[config.mk]
export PLATFORM = sky130hd
export DESIGN_NAME = sbmq_qtab
export DESIGN_NICKNAME = d
export VERILOG_FILES = /design/src/rtl/core/sbmq_qtab.sv
export SDC_FILE = /design/constraint.sdc
export NUM_CORES = 1
export LEC_CHECK = 0
export ABC_AREA = 1
export BUFFER_PORTS_ARGS = -buffer_cell sky130_fd_sc_hd__clkbuf_2
export CORE_UTILIZATION = 30
export CTS_BUF_LIST = sky130_fd_sc_hd__clkbuf_8
export CTS_CLUSTER_SIZE = 12
export DETAILED_ROUTE_END_ITERATION = 10
export PLACE_DENSITY = 0.5
export SYNTH_ARGS = -nofsm -noshare
export SYNTH_HDL_FRONTEND = slang
export SYNTH_SLANG_ARGS = --single-unit
[constraint.sdc]
create_clock -name aclk -period 4.5 [get_ports aclk]
set_input_delay 0.225 -clock aclk [delete_from_list [all_inputs] [get_ports aclk]]
set_output_delay 0.225 -clock aclk [all_outputs]
set_load 0.01 [all_outputs]
[src/rtl/core/sbmq_qtab.sv]
// ----------------------------------------------------------------------------
// sbmq_qtab
// Queue table: head and tail pointer of every queue in one synchronous memory.
// ----------------------------------------------------------------------------
module sbmq_qtab #(
    parameter int QUEUES  = 8,
    parameter int ENTRIES = 1024,
    localparam int QW = (QUEUES > 1) ? $clog2(QUEUES) : 1,
    localparam int PW = $clog2(ENTRIES + 1)
) (
    input  logic          aclk,
    input  logic          aresetn,
    input  logic          rd_en,
    input  logic [QW-1:0] rd_addr,
    output logic [PW-1:0] rd_head,
    output logic [PW-1:0] rd_tail,
    input  logic          wr_en,
    input  logic [QW-1:0] wr_addr,
    input  logic [PW-1:0] wr_head,
    input  logic [PW-1:0] wr_tail
);

    localparam logic [PW-1:0] NULL_PTR = PW'(ENTRIES);

    logic [2*PW-1:0]   mem [QUEUES];
    logic [QUEUES-1:0] valid_reg;
    logic [2*PW-1:0]   rd_data_reg;
    logic              rd_valid_reg;

    always_ff @(posedge aclk) begin
        if (wr_en) begin
            mem[wr_addr] <= {wr_head, wr_tail};
        end
        if (rd_en) begin
            rd_data_reg <= mem[rd_addr];
        end
    end

    // A queue entry that was never written reads as empty (both pointers null).
    always_ff @(posedge aclk) begin
        if (!aresetn) begin
            valid_reg    <= '0;
            rd_valid_reg <= 1'b0;
        end else begin
            if (wr_en) begin
                valid_reg[wr_addr] <= 1'b1;
            end
            if (rd_en) begin
                rd_valid_reg <= valid_reg[rd_addr];
            end
        end
    end

    assign rd_head = rd_valid_reg ? rd_data_reg[2*PW-1:PW] : NULL_PTR;
    assign rd_tail = rd_valid_reg ? rd_data_reg[PW-1:0] : NULL_PTR;

endmodule

==> results by group <==
Detailed routing
  • Routed WL: 18600 um
  • DRC Markers: 3
  • Post-DRT Antenna Nets: 0
  • DR pass1 iterations: 9
  • Via count: 4932
  • Drt initial violations: 296
  • Routed vias/inst: 4.54
  • Routed len/inst: 17.1 um

Global route
  • Initial antenna violation count: 0
  • All-Layer GR Usage: 0.137
  • Vias in the first global route: 4888
  • Global-route wire length before repair: 28600 um
  • Grt ovf: 0
  • Pin count of the biggest net entering global routing: 93

Finish
  • Finished Cell Area: 9490 um^2
  • Final net count: 755
  • Antenna Cells: 0
  • Fin cells: 1086
  • Area grow syn2layout: 17.8%
  • Largest register FFs: 176
  • Share of cells above drive strength 1: 0.158
  • Commonest non-fill, non-tap cells in the layout: edfxtp_1 (198), nor2_1 (107), nand2_1 (100)
  • Most common cell after layout, fill and taps aside: edfxtp_1
  • Util after Layout: 0.362

Setup path
  • CP Cell Sequence: buf_4 -> nand2_1 -> inv_1 -> clkbuf_2
  • R2R Path Start: rd_valid_reg
  • RR Endpoint: rd_valid_reg
  • Stages on the worst setup path: 4
  • Setup CP Type: register to output port
  • WP data arrival: 1910 ps
  • CP max stage cell: dfxtp_1
  • Worst-path maximum fanout: 12
  • CP startpoint kind: register
  • Register-to-Register Path Depth: 3
  • Crit end category: output port
  • Critical Path Max Stage Delay: 750 ps
  • CP top delay family: flip-flops
  • Critical path buffers and inverters: 3
  • Critical Path Start: rd_valid_reg
  • R2R setup slack: 3090 ps
  • Worst EP required: 4280 ps

Timing
  • Fmax: 468 MHz
  • Setup Viol. Count Final: 0
  • Slew HR: 0.303
  • Final setup TNS: 0 ps
  • Final WS setup: 2360 ps
  • Worst-margin pin slew: 1040 ps
  • RSZ-0062 raised after global routing: false
  • Final hold vios: 0
  • Period utilization: 0.475
  • Final Slew Violations: 0
  • Tmin final: 2140 ps
  • Setup Skew: 11.1 ps
  • Hold Slack: 24.6 ps

Power and ir drop
  • Power per cell area: 428 nW/um^2
  • Peak VDD IR: 151 uV
  • Total chip power: 4.07 mW
  • Pleak: 3.55 nW

Placed design
  • Setup WS pre-CTS: 2330 ps
  • Port Buf Inserts: 53
  • Routability-driven placement congestion ratio: 0.669
  • Post-detail-place hpwl: 9100 um
  • # placed instances: 1001
  • Area post-placement: 8630 um^2

Logic synthesis
  • Yosys warnings: 0
  • Sequential-to-total area share from yosys stat: 0.760
  • Synth top area share: 0.738
  • Synth cell types: 15
  • Synth Area per Inst: 12.7 um^2
  • Mapped Cells: 636
  • Synth area leaders: edfxtp_1 (74%), nor2_1 (5.4%), nand2_1 (4.7%)
  • Seq cells post-synth: 207
  • Post-synth net total: 668
  • Largest area contributor in the netlist: edfxtp_1
  • Cell Area, Synth: 8060 um^2

CTS
  • Worst-Skew Late Latency: 510 ps
  • Resized Gates After CTS: 0
  • Clk root buf: clkbuf_8
  • CTS tree: built
  • Setup Buffers After CTS: 0
  • H-tree depth: 2
  • Clk buf depth: 3
  • Num CTS Buffers: 37
  • Clock-pin slew on the worst setup and hold paths: 60 ps
  • Clock sink count: 207

Floorplanning
  • Die area: 27500 um^2
  • Core Area: 26200 um^2
  • Initial core utilization: 0.307
  • Chip Width: 166 um
  • Die height: 166 um
  • FP Rows: 59
  • # IOs: 54

Hold path
  • Hold Crit Start: wr_head[10]
  • Hold depth: 1
  • Hold Crit Class: input port to register
  • Hold Path End: mem[7][21]

Outcome
  • Status: complete, but fails checks
  • Failing checks: DRC

Job
  • Max-cap viol count: 0
-- cell usage after synthesis --
cell      count
a21oi_1       1
buf_1         1
buf_2        13
buf_6        10
clkbuf_1     11
dfxtp_1       9
edfxtp_1    198
inv_1        37
inv_2         2
nand2_1     100
nand3_1       6
nor2_1      115
o21ai_0      53
o21ai_1      36
o22ai_1      44
-- how the worst max path moves through the flow --
stage,to
final,rd_head[1]
after global routing,rd_tail[8]
after CTS,rd_head[1]
after detailed placement,rd_valid_reg
after global placement,rd_data_reg[1]
after floorplan,mem[0][0]
-- repair_timing --
item,CTS,global route
endpoints found under the hold margin,135,0
hold buffers,18,0
endpoints found under the setup margin,0,0
-- per-layer routing --
layer,global-route usage,part of all wire
met1,0.171,0.44
met3,0.0279,0.056
met2,0.239,0.49
met5,0,0
met4,0.0455,0.015
-- worst reg2reg max path: cells and delay by family, from the launching register on --
kind | cells | cell delay (ps)
flops | 1 | 750
buf+inv | 1 | 340
compound gates | 2 | 250
-- where the power goes --
group	internal (mW)	switching (mW)	total, mW
Sequential	2.19	0.0192	2.21
Clock	0.873	0.731	1.60
Combinational	0.0808	0.173	0.254
-- area by class of cell --
cell class                 instances  area, um^2
fill                            2522       16700
sequential                       207        6130
multi-input combinational        355        1580
clock buffer                      40         551
timing repair buffer              83         536
tap                              335         419
inverter                          39         146
clock inverter                    27         134
-- logic make-up after synthesis --
kind of cell | count (synthesis) | synth area share
simple gates | 221 | 0.104
buf+inv | 74 | 0.0458
compound gates | 134 | 0.0901
flops | 207 | 0.760
Power figures use the tool's default switching activity.
